### src/design/rlti_pkg.sv
// shared types and constants for the radix literal to integer converter
`default_nettype none

package rlti_pkg;

   typedef enum logic [1:0] {
      MODE_DEC = 2'd0,
      MODE_HEX = 2'd1,
      MODE_BIN = 2'd2,
      MODE_OCT = 2'd3
   } mode_type;

   typedef enum logic [1:0] {
      ST_OK       = 2'd0,
      ST_INVALID  = 2'd1,
      ST_OVERFLOW = 2'd2
   } status_type;

   // radix overflow guards: any of these bits set means the next shift loses bits
   localparam logic [63:0] HEX_GUARD = 64'hF000_0000_0000_0000;
   localparam logic [63:0] BIN_GUARD = 64'h8000_0000_0000_0000;
   localparam logic [63:0] OCT_GUARD = 64'hE000_0000_0000_0000;
   // largest value that can still take a decimal digit, floor((2^64-1)/10)
   localparam logic [63:0] DEC_LIMIT = 64'd1844674407370955161;

   localparam logic [7:0] CHAR_0       = 8'h30;
   localparam logic [7:0] CHAR_9       = 8'h39;
   localparam logic [7:0] CHAR_UPPER_A = 8'h41;
   localparam logic [7:0] CHAR_UPPER_Z = 8'h5A;
   localparam logic [7:0] CHAR_A       = 8'h61;
   localparam logic [7:0] CHAR_F       = 8'h66;
   localparam logic [7:0] CHAR_B       = 8'h62;
   localparam logic [7:0] CHAR_D       = 8'h64;
   localparam logic [7:0] CHAR_O       = 8'h6F;
   localparam logic [7:0] CHAR_X       = 8'h78;
   localparam logic [7:0] CASE_OFFSET  = 8'h20;

   // digit value that marks a character that is no digit at all
   localparam logic [4:0] NO_DIGIT = 5'd16;

endpackage : rlti_pkg

`default_nettype wire

### src/design/radix_literal_to_integer.sv
// top level: converts a streamed number literal into an unsigned 64-bit integer
//
// usage:
//   req channel carries one character of a literal per transaction; req_tdata holds
//   the ascii code and req_tlast marks the last character of the literal.
//   letters are folded to lower case. a leading 0x, 0b, 0o or 0d selects radix
//   16, 2, 8 or 10; otherwise the literal is plain decimal.
//   rsp channel carries one transaction per literal, issued for the transaction
//   with req_tlast set: rsp_tdata is the value (zero unless ok) and rsp_tuser the
//   status (ok, invalid digit or form, overflow beyond 64 bits).
// timing:
//   one character per cycle while req_tready is high: the digit append (shift or
//   times ten plus digit) and its overflow compare sit between parser state and
//   result registers. rsp_tvalid rises the cycle after the last character is taken.
// stall behavior:
//   an output register plus a one-entry skid register sit behind the parser;
//   req_tready drops once a second result lands in the skid entry while rsp is
//   stalled, and rises again right after rsp accepts the waiting transaction.
// reset: synchronous active-high reset clears the parser state and drops both
//   output entries; the first character after reset starts a new literal.
`default_nettype none

module radix_literal_to_integer
   import rlti_pkg::*;
(
   input  wire logic        clock,
   input  wire logic        reset,

   input  wire logic        req_tvalid,
   output      logic        req_tready,
   input  wire logic [7:0]  req_tdata,   // [7:0] char_code
   input  wire logic        req_tlast,   // final_char

   output      logic        rsp_tvalid,
   input  wire logic        rsp_tready,
   output      logic [63:0] rsp_tdata,   // [63:0] value
   output      logic [1:0]  rsp_tuser    // [1:0] status
);

   // parser state
   logic [63:0] acc_ff,        acc_in;
   mode_type    mode_ff,       mode_in;
   logic [1:0]  seen_ff,       seen_in;
   logic        first_zero_ff, first_zero_in;
   logic        invalid_ff,    invalid_in;
   logic        overflow_ff,   overflow_in;

   // output register and skid entry
   logic        out_valid_ff,  out_valid_in;
   logic [63:0] out_value_ff,  out_value_in;
   status_type  out_status_ff, out_status_in;
   logic        skid_valid_ff, skid_valid_in;
   logic [63:0] skid_value_ff, skid_value_in;
   status_type  skid_status_ff, skid_status_in;

   // per-character decode
   logic        accept;
   logic [7:0]  char_fold;
   logic [4:0]  digit;
   logic        digit_in_radix;
   logic        is_prefix;
   mode_type    prefix_mode;
   logic [63:0] acc_step;
   logic        step_overflow;
   logic [63:0] acc_upd;
   logic        inv_upd;
   logic        ovf_upd;
   logic        push;
   logic [63:0] res_value;
   status_type  res_status;
   logic        pop;

   assign accept     = req_tvalid && req_tready;
   assign req_tready = !skid_valid_ff;
   assign pop        = out_valid_ff && rsp_tready;

   assign rsp_tvalid = out_valid_ff;
   assign rsp_tdata  = out_value_ff;
   assign rsp_tuser  = out_status_ff;

   // fold case, then classify the character
   always_comb begin
      if (req_tdata >= CHAR_UPPER_A && req_tdata <= CHAR_UPPER_Z) begin
         char_fold = req_tdata + CASE_OFFSET;
      end else begin
         char_fold = req_tdata;
      end

      if (char_fold >= CHAR_0 && char_fold <= CHAR_9) begin
         digit = 5'(char_fold - CHAR_0);
      end else if (char_fold >= CHAR_A && char_fold <= CHAR_F) begin
         digit = 5'(char_fold - CHAR_A) + 5'd10;
      end else begin
         digit = NO_DIGIT;
      end

      case (mode_ff)
         MODE_HEX: digit_in_radix = (digit < 5'd16);
         MODE_BIN: digit_in_radix = (digit < 5'd2);
         MODE_OCT: digit_in_radix = (digit < 5'd8);
         default:  digit_in_radix = (digit < 5'd10);
      endcase

      case (char_fold)
         CHAR_X:  prefix_mode = MODE_HEX;
         CHAR_B:  prefix_mode = MODE_BIN;
         CHAR_O:  prefix_mode = MODE_OCT;
         default: prefix_mode = MODE_DEC;
      endcase
      is_prefix = (seen_ff == 2'd1) && first_zero_ff &&
                  (char_fold == CHAR_X || char_fold == CHAR_B ||
                   char_fold == CHAR_O || char_fold == CHAR_D);
   end

   // digit append with exact overflow check for the active radix
   always_comb begin
      case (mode_ff)
         MODE_HEX: begin
            step_overflow = |(acc_ff & HEX_GUARD);
            acc_step      = {acc_ff[59:0], digit[3:0]};
         end
         MODE_BIN: begin
            step_overflow = |(acc_ff & BIN_GUARD);
            acc_step      = {acc_ff[62:0], digit[0]};
         end
         MODE_OCT: begin
            step_overflow = |(acc_ff & OCT_GUARD);
            acc_step      = {acc_ff[60:0], digit[2:0]};
         end
         default: begin
            step_overflow = (acc_ff > DEC_LIMIT) ||
                            ((acc_ff == DEC_LIMIT) && (digit > 5'd5));
            acc_step      = {acc_ff[60:0], 3'b000} + {acc_ff[62:0], 1'b0} +
                            {59'd0, digit};
         end
      endcase
   end

   // next parser state and result
   always_comb begin
      acc_upd     = acc_ff;
      inv_upd     = invalid_ff;
      ovf_upd     = overflow_ff;
      mode_in     = mode_ff;
      first_zero_in = first_zero_ff;

      if (seen_ff == 2'd0) begin
         if (digit < 5'd10) begin
            acc_upd       = {59'd0, digit};
            first_zero_in = (digit == 5'd0);
         end else begin
            inv_upd = 1'b1;
         end
      end else if (is_prefix) begin
         mode_in = prefix_mode;
         acc_upd = '0;
         if (req_tlast) begin
            inv_upd = 1'b1;   // bare prefix
         end
      end else if (digit_in_radix) begin
         if (!overflow_ff) begin
            if (step_overflow) begin
               ovf_upd = 1'b1;  // accumulator holds after overflow
            end else begin
               acc_upd = acc_step;
            end
         end
      end else begin
         inv_upd = 1'b1;
      end

      if (inv_upd) begin
         res_value  = '0;
         res_status = ST_INVALID;
      end else if (ovf_upd) begin
         res_value  = '0;
         res_status = ST_OVERFLOW;
      end else begin
         res_value  = acc_upd;
         res_status = ST_OK;
      end

      push = accept && req_tlast;

      if (!accept) begin
         acc_in        = acc_ff;
         mode_in       = mode_ff;
         seen_in       = seen_ff;
         first_zero_in = first_zero_ff;
         invalid_in    = invalid_ff;
         overflow_in   = overflow_ff;
      end else if (req_tlast) begin
         // literal done, start clean for the next one
         acc_in        = '0;
         mode_in       = MODE_DEC;
         seen_in       = 2'd0;
         first_zero_in = 1'b0;
         invalid_in    = 1'b0;
         overflow_in   = 1'b0;
      end else begin
         acc_in      = acc_upd;
         seen_in     = (seen_ff == 2'd3) ? seen_ff : seen_ff + 2'd1;
         invalid_in  = inv_upd;
         overflow_in = ovf_upd;
      end
   end

   // output register with skid entry
   always_comb begin
      out_valid_in   = out_valid_ff;
      out_value_in   = out_value_ff;
      out_status_in  = out_status_ff;
      skid_valid_in  = skid_valid_ff;
      skid_value_in  = skid_value_ff;
      skid_status_in = skid_status_ff;

      if (!out_valid_ff || pop) begin
         if (skid_valid_ff) begin
            out_valid_in   = 1'b1;
            out_value_in   = skid_value_ff;
            out_status_in  = skid_status_ff;
            skid_valid_in  = push;
            skid_value_in  = res_value;
            skid_status_in = res_status;
         end else begin
            out_valid_in  = push;
            out_value_in  = res_value;
            out_status_in = res_status;
         end
      end else if (push) begin
         skid_valid_in  = 1'b1;
         skid_value_in  = res_value;
         skid_status_in = res_status;
      end
   end

   always_ff @(posedge clock) begin
      if (reset) begin
         acc_ff        <= '0;
         mode_ff       <= MODE_DEC;
         seen_ff       <= 2'd0;
         first_zero_ff <= 1'b0;
         invalid_ff    <= 1'b0;
         overflow_ff   <= 1'b0;
         out_valid_ff  <= 1'b0;
         skid_valid_ff <= 1'b0;
      end else begin
         acc_ff        <= acc_in;
         mode_ff       <= mode_in;
         seen_ff       <= seen_in;
         first_zero_ff <= first_zero_in;
         invalid_ff    <= invalid_in;
         overflow_ff   <= overflow_in;
         out_valid_ff  <= out_valid_in;
         skid_valid_ff <= skid_valid_in;
      end
   end

   always_ff @(posedge clock) begin
      out_value_ff   <= out_value_in;
      out_status_ff  <= out_status_in;
      skid_value_ff  <= skid_value_in;
      skid_status_ff <= skid_status_in;
   end

endmodule : radix_literal_to_integer

`default_nettype wire
### config.mk
export PLATFORM = sky130hd
export DESIGN_NAME = radix_literal_to_integer
export DESIGN_NICKNAME = d
export VERILOG_FILES = /design/src/design/rlti_pkg.sv /design/src/design/radix_literal_to_integer.sv
export SDC_FILE = /design/constraint.sdc
export NUM_CORES = 1
export LEC_CHECK = 0
export BUFFER_PORTS_ARGS = -buffer_cell sky130_fd_sc_hd__buf_2
export CELL_PAD_IN_SITES_DETAIL_PLACEMENT = 0
export CELL_PAD_IN_SITES_GLOBAL_PLACEMENT = 1
export CORE_AREA = 4 4 148 221
export DETAILED_ROUTE_END_ITERATION = 12
export DIE_AREA = 0 0 152 225
export PLACE_DENSITY = 0.85
export RECOVER_POWER = 50
export SYNTH_ARGS = -nofsm -noshare
export SYNTH_HDL_FRONTEND = slang
export SYNTH_SLANG_ARGS = --single-unit
### constraint.sdc
create_clock -name clock -period 21.7 [get_ports clock]
set_clock_uncertainty 0.15 [all_clocks]
set_input_delay 1.085 -clock clock [delete_from_list [all_inputs] [get_ports clock]]
set_output_delay 1.085 -clock clock [all_outputs]
set_load 0.01 [all_outputs]
======== After elaboration in Yosys (flattened, before gate mapping) ========
Cells that the tools add are included.
storage, ports and cells
  register bits after elaboration ......... 205
  input bits .............................. 13
  word-level logic and storage cells ...... 122
  output and inout port bits .............. 68
operators by class
  magnitude comparators ................... 12
  eq/ne operators ......................... 13
  multiplexer cells ....................... 50
  add/sub/neg operators ................... 7
  reductions and logical operators ........ 28
operator list
  cell                                                                              count
  64-bit 2-to-1 mux                                                                 13
  64-bit case mux with 3 select lines                                               1
  64-bit by 5-bit adder with 64-bit output                                          1
  64-bit adder                                                                      1
  64-bit by 61-bit equality test with 1-bit output, second input constant           1
  64-bit by 61-bit > comparator with 1-bit output, second input constant            1
  8-bit by 7-bit equality test with 1-bit output, second input constant             4
  2-bit 2-to-1 mux                                                                  11
  1-bit 2-to-1 mux                                                                  19
  8-bit by 7-bit >= comparator with 1-bit output, second input constant             2
  8-bit by 7-bit less-or-equal comparator with 1-bit output, second input constant  2
  5-bit by 4-bit < comparator with 1-bit output, second input constant              2
  5-bit 2-to-1 mux                                                                  2
  1-bit logical AND                                                                 9
  8-bit by 6-bit adder with 8-bit output, second input constant                     1
  8-bit by 6-bit >= comparator with 1-bit output, second input constant             1
  8-bit by 6-bit less-or-equal comparator with 1-bit output, second input constant  1
  8-bit 2-to-1 mux                                                                  1
  2-bit nonzero test                                                                4
  2-bit equality test, second input constant                                        3
  2-bit inequality test, second input constant                                      3
  1-bit case mux with 3 select lines                                                2
  2-bit case mux with 3 select lines                                                1
  3-bit AND reduction                                                               2
  15 further kinds                                                                  22

======== Logic depth before layout (Yosys ltp) ========
Gate-level depths: netlist (run 1).
  word-level depth ........................ 20
  depth in mapped cells ................... 24
  gate-level depth less buffers ........... 24

======== Worst setup path before layout (run 1) ========
Ideal clock, no wire load.
  path kind ............................... input-to-reg
  from .................................... input rsp_tready
  to ...................................... register skid_status_ff[0], enable pin
  stages on the path ...................... 2
  setup time .............................. 0.581 ns
  required time ........................... 20.969 ns
  buffers on the path ..................... 0
  slack ................................... 13.390 ns
  arrival time ............................ 7.579 ns
  path through ............................ nand2b_1 -> o21ai_0
on the way
  cells in the longest elaborated chain, start to end .. 4
  elaborated cells between the ends (all ways) .. 5
  those cells by class .................... 1 x eq/ne; 4 x reduce/logical
ends and longest elaborated chain
  item                                                                   RTL line                         source
  from (decl)                                                            radix_literal_to_integer.sv:35   input wire logic rsp_tready,
  1-bit logical AND (*)                                                  radix_literal_to_integer.sv:75   assign pop = out_valid_ff && rsp_tready;
  1-bit logical OR (*)                                                   radix_literal_to_integer.sv:217  if (!out_valid_ff || pop) begin
  2-bit inequality test (no line) or 2-bit nonzero test (tied branches)  --
  2-bit AND reduction (no line) (*)                                      --
  to (signal assigned)                                                   radix_literal_to_integer.sv:263  skid_status_ff <= skid_status_in;
  to (decl)                                                              radix_literal_to_integer.sv:54   status_type skid_status_ff, skid_status_in;
Mark *: on every way between the ends. The rest lies on a longest branch, timed or not.
A chain may end at the register's enable or synchronous reset.

======== Worst setup path in the final report (run 1) ========
  from .................................... input req_tdata[0]
  to ...................................... register out_value_ff[62] (netlist: rsp_tdata[62]) (data pin)
on the way
  cells in the longest elaborated chain, start to end .. 19
  elaborated cells between the ends (all ways) .. 53
  those cells by class .................... 5 x add/sub; 11 x order compare; 4 x eq/ne; 24 x mux; 9 x reduce/logical
ends and longest elaborated chain
  item                                                                                                                         RTL line                         source
  from (decl)                                                                                                                  radix_literal_to_integer.sv:31   input wire logic [7:0] req_tdata,
  8-bit by 7-bit >= comparator with 1-bit output or 8-bit by 7-bit less-or-equal comparator with 1-bit output (tied branches)  radix_literal_to_integer.sv:83   if (req_tdata >= CHAR_UPPER_A && req_tdata <= CHAR_UPPER_Z) begin
  1-bit logical AND                                                                                                            radix_literal_to_integer.sv:83
  8-bit 2-to-1 mux (*)                                                                                                         radix_literal_to_integer.sv:83
  branches (longest 14 deep; another with 64-bit by 5-bit adder with 64-bit output)                                            --
  64-bit 2-to-1 mux (*)                                                                                                        radix_literal_to_integer.sv:172  if (inv_upd) begin
  64-bit 2-to-1 mux (*)                                                                                                        radix_literal_to_integer.sv:218  if (skid_valid_ff) begin
  to (signal assigned)                                                                                                         radix_literal_to_integer.sv:260  out_value_ff <= out_value_in;
  to (decl)                                                                                                                    radix_literal_to_integer.sv:50   logic [63:0] out_value_ff, out_value_in;
Mark *: on every way between the ends.

==> results.sh, run 1 <==
export IMPL_post_cts_buffers=0
export IMPL_place_ws_ns=14.14
export IMPL_finalCriticalPeriod_ns=7.07
export IMPL_startpoint_type="input pin"
export IMPL_layout_commonest_cell="nand2_1"
export IMPL_cpPeakStageDelay_ns=0.79
export IMPL_hold_buffers=0
export IMPL_rows=79
export IMPL_tightest_slew_ns=3.65
export IMPL_critPathKind="input pin to flop"
export IMPL_relSlewSlack_pct=-144
export IMPL_clockRootBuffer="clkbuf_16"
export IMPL_synth_edf_count=132
export IMPL_cts_made_buffers=20
export IMPL_critPathArrivalTime_ns=7.16
export IMPL_async_flop_share_pct=0
export IMPL_p_per_area_mw_per_mm2=50.2
export IMPL_cts_resized=0
export IMPL_die_height_um=225
export IMPL_drt_iter0_markers=1214
export IMPL_first_global_vias=13700
export IMPL_areaGrowthSynthToFinish_pct=7.83
export IMPL_synthTopCellsByArea="edfxtp_1, ha_1, dfxtp_1"
export IMPL_period_share_pct=32.6
export IMPL_coreArea_mm2=0.0308
export IMPL_dpl_cell_area_mm2=0.0164
export IMPL_ios=81
export IMPL_rsz0062_at_grt="no"
export IMPL_cp_required_ns=21.79
export IMPL_p_leak_nw=6.51
export IMPL_status="finished, violations left"
export IMPL_drive_gt1_share_pct=9.36
export IMPL_cpMostUsedCell="ha_1"
export IMPL_synth_flop_cell="edfxtp_1"
export IMPL_grt_pass1_wl_mm=79.3
export IMPL_vdd_drop_max_v=0.0000406
export IMPL_violations="max-capacitance violations, max-slew violations"
export IMPL_viasPerCell=6.44
export IMPL_path_max_fanout=6
export IMPL_cp_end_kind="flop"
export IMPL_hp_class="flop to flop"
export IMPL_drcViolationCount=0
export IMPL_layout_nets=1938
export IMPL_synth_top_cell_area_share_pct=25.1
export IMPL_yosysSeqAreaShare_pct=34.3
export IMPL_finalSetupViolations=0
export IMPL_num_vias=14200
export IMPL_yosysWarnings=0
export IMPL_htreeDepth=1
export IMPL_worst_path_max_delay_cell="a2111oi_0"
export IMPL_drv_slew=204
export IMPL_antenna_left=0
export IMPL_total_power_mw=0.855
export IMPL_grt_use_total_pct=29.2
export IMPL_dp_final_hpwl_mm=39.0
export IMPL_max_cap_viol_count=3
export IMPL_dieArea_mm2=0.0342
export IMPL_syn_area_per_cell_um2=8.86
export IMPL_fillCellCount=2911
export IMPL_path_clk_slew_ns=0.07
export IMPL_drt_wl_total_mm=51.9
export IMPL_cts_sinks=205
export IMPL_syn_area_mm2=0.0158
export IMPL_antenna_found_initial=0
export IMPL_initial_utilization_pct=51.2
export IMPL_syn_num_nets=1930
export IMPL_insertion_delay_ns=0.51
export IMPL_die_x_um=152
export IMPL_hold_violations=0
export IMPL_final_cell_area_mm2=0.0170
export IMPL_wire_per_inst_um=23.4
export IMPL_grt_max_degree=75
export IMPL_setup_ws_ns=14.63
export IMPL_cts_buffer_depth=3
export IMPL_finalWeightedCongestion=0.964
export IMPL_layout_common_cells="nand2_1, nor2_1, o21ai_0"
export IMPL_overflow=0
export IMPL_cts_tree="yes"
export IMPL_tns_ns=0
export IMPL_synth_cells=1784
export IMPL_max_freq_ghz=0.141
export IMPL_ys_ff_latch=205
export IMPL_yosysTopAreaCell="edfxtp_1"
export IMPL_fin_hold_ws_ns=0.360
export IMPL_numPortBuffers=80
export IMPL_first_pass_iters=5
export IMPL_ys_types=86
==> Yosys cell counts (6+ instances only) <==
| cell | instances |
|---|---|
| a21oi_1 | 130 |
| nor2b_1 | 9 |
| mux2_2 | 30 |
| or3_1 | 9 |
| a21o_1 | 39 |
| o31ai_1 | 20 |
| o21bai_1 | 17 |
| dfxtp_1 | 73 |
| nor2_1 | 158 |
| buf_2 | 18 |
| clkbuf_1 | 77 |
| nand2_1 | 227 |
| o21a_1 | 13 |
| nor4_1 | 9 |
| mux2i_1 | 28 |
| a32o_1 | 6 |
| ha_1 | 130 |
| inv_1 | 44 |
| mux4_2 | 20 |
| edfxtp_1 | 132 |
| o21ai_0 | 134 |
| o211ai_1 | 13 |
| a211oi_1 | 17 |
| a21oi_2 | 11 |
| nand2b_1 | 18 |
| nand4_1 | 36 |
| a22o_1 | 27 |
| a22oi_1 | 10 |
| a221oi_1 | 7 |
| or2_2 | 10 |
| o21ai_1 | 12 |
| a31oi_1 | 23 |
| xnor2_1 | 28 |
| and2_1 | 14 |
| nand3_1 | 45 |
| nor3_1 | 26 |
| buf_1 | 11 |
| xor2_1 | 17 |
| and3_1 | 12 |
==> flip-flops by register name, summed over array words and instances (netlist names) <==
register        flops
rsp_tdata          64
acc_ff             64
overflow_ff         1
rsp_tvalid          1
skid_valid_ff       1
seen_ff             2
mode_ff             2
first_zero_ff       1
invalid_ff          1
skid_value_ff      64
skid_status_ff      2
rsp_tuser           2
==> layer usage <==
layer | track usage, % | vias to the layer above | wire, µm
met5 | 0 | - | 0
met4 | 15.8 | 0 | 3090
met3 | 4.28 | 136 | 3320
met2 | 50.7 | 554 | 25300
met1 | 35.0 | 6836 | 20200
li1 | - | 6712 | -
==> layout make-up <==
cell class	instances	area, µm²	area share (%)
Sequential cell	205	5430	31.9
Multi-Input combinational cell	1421	9750	57.2
Clock inverter	12	173	1.01
Clock buffer	24	567	3.33
Antenna cell	1	2.50	0.0147
Inverter	46	173	1.01
Tap cell	405	507	2.97
Timing Repair Buffer	98	437	2.56
==> logic make-up (layout without fill, tap and decap cells) <==
group | after synthesis | after routing | synth area share, %
fa+ha+maj | 133 | 133 | 10.7
xor+xnor | 45 | 45 | 2.49
other cells | 0 | 1 | 0
flops | 205 | 205 | 34.3
simple gates | 601 | 601 | 17.7
compound gates | 564 | 564 | 23.9
mux | 78 | 78 | 6.76
buf+inv | 158 | 180 | 4.16
==> worst paths after layout <==
kind | from | end | slack, ns | depth (start not counted)
setup / recovery | req_tdata[0] | rsp_tdata[62]$_DFFE_PN_ | 14.63 | 25
hold / removal | first_zero_ff$_SDFFE_PP0P_ | first_zero_ff$_SDFFE_PP0P_ | 0.36 | 2
setup reg to reg | skid_valid_ff$_SDFFE_PP0P_ | skid_value_ff[30]$_DFFE_PP_ | 15.56 | 6
hold reg to reg | first_zero_ff$_SDFFE_PP0P_ | first_zero_ff$_SDFFE_PP0P_ | 0.36 | 2
==> metrics by stage <==
step	util, %	cells
2_1_floorplan	-	1784
3_3_place_gp	53.2	2175
3_5_place_dp	53.2	2175
4_1_cts	55.6	2211
5_1_grt	55.2	2211
6_report	55.3	2212
==> critical path, delay by kind of cell <==
kind / cells / cell delay (ns)
compound gates: 9 / 2.75
fa+ha+maj: 4 / 1.11
buf+inv: 3 / 0.30
simple gates: 9 / 1.91
==> where the power goes <==
group	leakage (nW)	internal, mW	switching [mW]
sequential	1.95	0.419	0.00272
clock	0.364	0.235	0.153
combinational	4.20	0.0115	0.0327
total	6.51	0.666	0.189
Note: power is estimated with default switching activity, not from simulation.
==> inputs of run 2 (changes only) <==
Settings changed: CORE_AREA 4 4 148 221 to 4 4 152 227, DIE_AREA 0 0 152 225 to 0 0 156 231, PLACE_DENSITY 0.85 to 0.82.
Clock period 21.7 ns to 7.3 ns, I/O delays scaled along.
==> run 2 against run 1 <==
Against the previous run:
- the flow still finishes with violations (max-capacitance violations, max-slew violations)
- setup slack lost 13 ns
- die area rose by 5.4%
- register-to-register slack lost 14 ns
- sequential cell count is the same
- critical endpoint unchanged
- largest cell class unchanged
==> results.sh, run 2 (same netlist as run 1, synthesis figures left out) <==
export IMPL_wire_per_inst_um=24.3
export IMPL_fin_hold_ws_ns=0.0240
export IMPL_drv_slew=136
export IMPL_ios=81
export IMPL_drcViolationCount=0
export IMPL_cts_resized=0
export IMPL_die_height_um=231
export IMPL_dieArea_mm2=0.0360
export IMPL_cts_tree="yes"
export IMPL_status="finished, violations left"
export IMPL_critPathArrivalTime_ns=6.15
export IMPL_hp_class="input pin to flop"
export IMPL_finalWeightedCongestion=0.963
export IMPL_vdd_drop_max_v=0.000136
export IMPL_coreArea_mm2=0.0325
export IMPL_insertion_delay_ns=0.52
export IMPL_period_share_pct=83.0
export IMPL_clockRootBuffer="clkbuf_16"
export IMPL_antenna_found_initial=0
export IMPL_r2r_start="mode_ff[1]$_SDFFE_PP0P_"
export IMPL_drive_gt1_share_pct=8.97
export IMPL_die_x_um=156
export IMPL_final_cell_area_mm2=0.0170
export IMPL_hold_buffers=0
export IMPL_initial_utilization_pct=48.6
export IMPL_violations="max-capacitance violations, max-slew violations"
export IMPL_cp_required_ns=7.39
export IMPL_antenna_cells=0
export IMPL_tightest_slew_ns=3.83
export IMPL_place_ws_ns=0.746
export IMPL_r2r_cells=11
export IMPL_layout_common_cells="nand2_1, nor2_1, o21ai_0"
export IMPL_grt_pass1_wl_mm=82.7
export IMPL_hold_violations=0
export IMPL_tns_ns=0
export IMPL_areaGrowthSynthToFinish_pct=7.27
export IMPL_rsz0062_at_grt="no"
export IMPL_dpl_cell_area_mm2=0.0164
export IMPL_drt_iter0_markers=1322
export IMPL_fillCellCount=3082
export IMPL_fin_util_pct=52.1
export IMPL_post_cts_buffers=0
export IMPL_ff_latch_area_mm2=0.00543
export IMPL_path_clk_slew_ns=0.06
export IMPL_setup_ws_ns=1.24
export IMPL_dp_final_hpwl_mm=40.5
export IMPL_antenna_left=0
export IMPL_layout_commonest_cell="nand2_1"
export IMPL_first_pass_iters=5
export IMPL_rrSetupSlack_ns=1.70
export IMPL_numPortBuffers=80
export IMPL_grt_use_total_pct=29.2
export IMPL_grt_max_degree=75
export IMPL_htreeDepth=1
export IMPL_cp_endpoint="rsp_tdata[62]$_DFFE_PN_"
export IMPL_overflow=0
export IMPL_layout_nets=1938
export IMPL_path_max_fanout=6
export IMPL_max_cap_viol_count=2
export IMPL_rows=81
export IMPL_crit_start="req_tdata[0]"
export IMPL_finalSetupViolations=0
export IMPL_cp_end_kind="flop"
export IMPL_cts_sinks=205
export IMPL_cts_buffer_depth=3
export IMPL_finalCriticalPeriod_ns=6.06
export IMPL_r2r_end="rsp_tdata[16]$_DFFE_PN_"
export IMPL_drt_wl_total_mm=54.1
export IMPL_hold_path_depth=3
export IMPL_cts_made_buffers=20
export IMPL_p_leak_nw=6.46
export IMPL_max_freq_ghz=0.165
export IMPL_num_vias=14400
export IMPL_critPathKind="input pin to flop"
export IMPL_viasPerCell=6.46
export IMPL_multiInputGateArea_mm2=0.00976
export IMPL_startpoint_type="input pin"
export IMPL_relSlewSlack_pct=-155
export IMPL_p_per_area_mw_per_mm2=143
export IMPL_first_global_vias=13800
==> run 2: changes by cell type in the layout (fill, tap and decap cells not counted), sizes merged <==
cell	before	now
clkbuf	95	101
bufinv	4	1
inv	48	46
buf	27	28
clkinv	5	4
clkinvlp	1	0
diode	1	0
==> run 2: critical path, stage by stage <==
cell and delay (ns):
buf_2 0.14, inv_1 0.10, ha_1 0.23, nand2b_1 0.16, a21oi_2 0.30, o31a_1 0.27
or2_4 0.18, o21ai_0 0.07, nand2_1 0.08, o21ai_0 0.12, ha_1 0.32, ha_1 0.16
inv_1 0.05, fa_1 0.40, nor2b_1 0.19, o211ai_1 0.16, a2111oi_0 0.43, buf_4 0.19
nand3b_1 0.18, nand3_1 0.18, a2111oi_2 0.66, nor2_1 0.22, o21a_1 0.24, or4_1 0.52
nand3_1 0.14, a31oi_1 0.09
==> run 2: cell type report <==
type | count | share of cell area [%]
Clock buffer | 31 | 3.38
Clock inverter | 5 | 0.310
Inverter | 46 | 1.02
Multi-Input combinational cell | 1421 | 57.6
Sequential cell | 205 | 32.0
Tap cell | 415 | 3.06
Timing Repair Buffer | 98 | 2.60
==> run 2: worst min path at each step <==
stage                                 endpoint                   startpoint  slack, ns
global placement    first_zero_ff$_SDFFE_PP0P_   first_zero_ff$_SDFFE_PP0P_       0.36
detailed placement     rsp_tdata[12]$_DFFE_PN_  skid_value_ff[12]$_DFFE_PP_       0.36
global route        skid_valid_ff$_SDFFE_PP0P_                   req_tvalid       0.06
finish              skid_valid_ff$_SDFFE_PP0P_                   req_tvalid       0.02
floorplan           first_zero_ff$_SDFFE_PP0P_   first_zero_ff$_SDFFE_PP0P_       0.31
CTS                 skid_valid_ff$_SDFFE_PP0P_                   req_tvalid       0.02
==> run 2: where the power goes <==
group	internal, mW	switching (mW)	total (mW)
combinational	0.0340	0.0984	0.132
clock	0.578	0.451	1.03
sequential	1.25	0.00952	1.26
==> run 2: per-layer routing <==
metal / wire length [µm] / global-route usage, % / up-vias
li1: - / - / 6718
met1: 21500 / 36.7 / 6991
met2: 27000 / 51.1 / 533
met3: 3020 / 2.36 / 115
met4: 2470 / 12.3 / 0
met5: 0 / 0 / -
==> run 2: stage by stage <==
stage	total power [mW]	std cells
floorplan	1.36	1784
finish	2.42	2221
global route	2.48	2221
CTS	2.43	2221
detailed placement	1.42	2185
global placement	1.41	2185
==> inputs of run 3 (changes only) <==
Clock period 7.3 ns to 6.1 ns, I/O delays scaled along.
==> run 3 against run 2 <==
Against the previous run:
- the run still ends with max-capacitance violations, max-slew violations left
- register-to-register slack got worse by 0.76 ns
- total power rose by 24%
- via count rose by 0.72%
- design area rose by 2.1%
- routed wire length fell by 0.54%
- setup slack got worse by 0.67 ns
- non-clock buffer count rose by 36
- die area did not move
- final cell count rose by 1.7%
- clock-buffer cell count fell by 8
- sequential power rose by 19%
- critical path depth rose by 2
- critical path type unchanged
==> results.sh, run 3 (same netlist as run 1, synthesis figures left out) <==
export IMPL_status="finished, violations left"
export IMPL_violations="max-capacitance violations, max-slew violations"
export IMPL_rsz0062_at_grt="no"
export IMPL_p_clk_share_pct=44.4
export IMPL_first_pass_iters=5
export IMPL_rrSetupSlack_ns=0.94
export IMPL_worst_path_max_delay_cell="a2111oi_0"
export IMPL_max_cap_viol_count=2
export IMPL_cp_end_kind="flop"
export IMPL_critPathKind="input pin to flop"
export IMPL_overflow=0
export IMPL_tns_ns=0
export IMPL_drt_wl_total_mm=53.8
export IMPL_cts_tree="yes"
export IMPL_p_leak_nw=6.66
export IMPL_cts_resized=0
export IMPL_antenna_left=0
export IMPL_coreArea_mm2=0.0325
export IMPL_die_x_um=156
export IMPL_cp_endpoint="rsp_tdata[56]$_DFFE_PN_"
export IMPL_tightest_slew_ns=3.93
export IMPL_crit_start="req_tdata[0]"
export IMPL_busiest_layer="met2"
export IMPL_hp_class="input pin to flop"
export IMPL_p_seq_share_pct=50.1
export IMPL_layout_common_cells="nand2_1, nor2_1, o21ai_0"
export IMPL_htreeDepth=1
export IMPL_insertion_delay_ns=0.50
export IMPL_critPathArrivalTime_ns=5.63
export IMPL_grtUsageMet2_pct=50.3
export IMPL_rows=81
export IMPL_num_vias=14500
export IMPL_grt_use_total_pct=29.2
export IMPL_dieArea_mm2=0.0360
export IMPL_fin_util_pct=53.2
export IMPL_r2r_cells=5
export IMPL_drive_gt1_share_pct=11.1
export IMPL_hold_violations=0
export IMPL_antenna_cells=0
export IMPL_finalSetupViolations=0
export IMPL_grt_max_degree=75
export IMPL_combPwrFrac_pct=5.5
export IMPL_finalCriticalPeriod_ns=5.53
export IMPL_startpoint_type="input pin"
export IMPL_grt_pass1_wl_mm=82.4
export IMPL_drt_iter0_markers=1166
export IMPL_drcViolationCount=0
export IMPL_antenna_found_initial=0
export IMPL_dp_final_hpwl_mm=40.5
export IMPL_clockRootBuffer="clkbuf_16"
export IMPL_finalWeightedCongestion=0.962
export IMPL_first_global_vias=14100
export IMPL_path_clk_slew_ns=0.06
export IMPL_areaGrowthSynthToFinish_pct=9.49
export IMPL_path_max_fanout=5
export IMPL_r2r_end="skid_value_ff[39]$_DFFE_PP_"
export IMPL_p_switching_mw=0.692
export IMPL_drv_slew=116
export IMPL_layout_commonest_cell="nand2_1"
export IMPL_p_int_mw=2.30
export IMPL_viasPerCell=6.40
export IMPL_p_per_area_mw_per_mm2=173
export IMPL_layout_nets=1975
export IMPL_die_height_um=231
export IMPL_numPortBuffers=80
export IMPL_period_share_pct=90.7
export IMPL_wire_per_inst_um=23.8
export IMPL_vdd_drop_max_v=0.000157
export IMPL_cpPeakStageDelay_ns=0.43
export IMPL_relSlewSlack_pct=-162
export IMPL_max_freq_ghz=0.181
export IMPL_ios=81
export IMPL_sw_frac_of_total_pct=23.1
export IMPL_cts_sinks=205
export IMPL_initial_utilization_pct=48.6
export IMPL_total_power_mw=3.00
export IMPL_cts_buffer_depth=3
export IMPL_cp_required_ns=6.20
export IMPL_use_met3_pct=2.61
export IMPL_cts_made_buffers=21
export IMPL_use_met1_pct=35.4
export IMPL_r2r_start="rsp_tvalid$_SDFFE_PP0N_"
run 3: worst max-delay path, delay by kind of cell:
family | cells | cell delay [ns]
AOI/OAI and AO/OA | 7 | 1.71
muxes | 1 | 0.26
adders and majority gates | 4 | 0.94
buffers and inverters | 6 | 0.79
and+or+nand+nor | 10 | 1.63
run 3: layout make-up:
class / instances / area [µm²]
fillers: 3075 / 15200
multi-input cells: 1421 / 9770
flip-flops and latches: 205 / 5430
repair buffers: 134 / 709
clock buffers: 23 / 533
well taps: 415 / 519
inverters: 46 / 173
clock inverters: 14 / 166
run 3: repair_timing:
action / CTS / global route
endpoints found under the hold margin: 1 / 0
setup buffers: 0 / 0
hold buffers: 1 / 0
run 3: power by group through the flow:
| stage | logic, mW | clock network [mW] | registers (mW) |
|---|---|---|---|
| after floorplan | 0.0883 | 0 | 1.54 |
| after global placement | 0.167 | 0 | 1.53 |
| after detailed placement | 0.169 | 0 | 1.53 |
| after CTS | 0.170 | 1.34 | 1.50 |
| after global routing | 0.177 | 1.40 | 1.50 |
| final | 0.166 | 1.33 | 1.50 |
run 3: worst min-delay path by stage:
stage	start	endpoint	slack, ns	cells past startpoint
after global routing	req_tdata[3]	mode_ff[0]$_SDFFE_PP0P_	0.04	3
final	req_tdata[3]	mode_ff[0]$_SDFFE_PP0P_	0.03	3
after detailed placement	first_zero_ff$_SDFFE_PP0P_	first_zero_ff$_SDFFE_PP0P_	0.34	2
after CTS	req_tdata[3]	mode_ff[0]$_SDFFE_PP0P_	0.01	3
after global placement	first_zero_ff$_SDFFE_PP0P_	first_zero_ff$_SDFFE_PP0P_	0.33	2
after floorplan	first_zero_ff$_SDFFE_PP0P_	first_zero_ff$_SDFFE_PP0P_	0.31	2
run 3: metal layers:
| layer | part of all wire, % | vias to the layer above |
|---|---|---|
| li1 | - | 6778 |
| met1 | 39 | 6949 |
| met2 | 49 | 574 |
| met3 | 5.5 | 159 |
| met4 | 6.4 | 0 |
| met5 | 0 | - |
run 3: metrics by stage:
stage	cells	setup WS (ns)	hold WS, ns	cell area (µm²)
2_1_floorplan	1784	0.764	0.307	15800
3_3_place_gp	2220	0.226	0.330	16700
3_5_place_dp	2220	0.149	0.336	16700
4_1_cts	2258	0.616	0.0139	17400
5_1_grt	2258	0.0948	0.0440	17300
6_report	2258	0.570	0.0295	17300
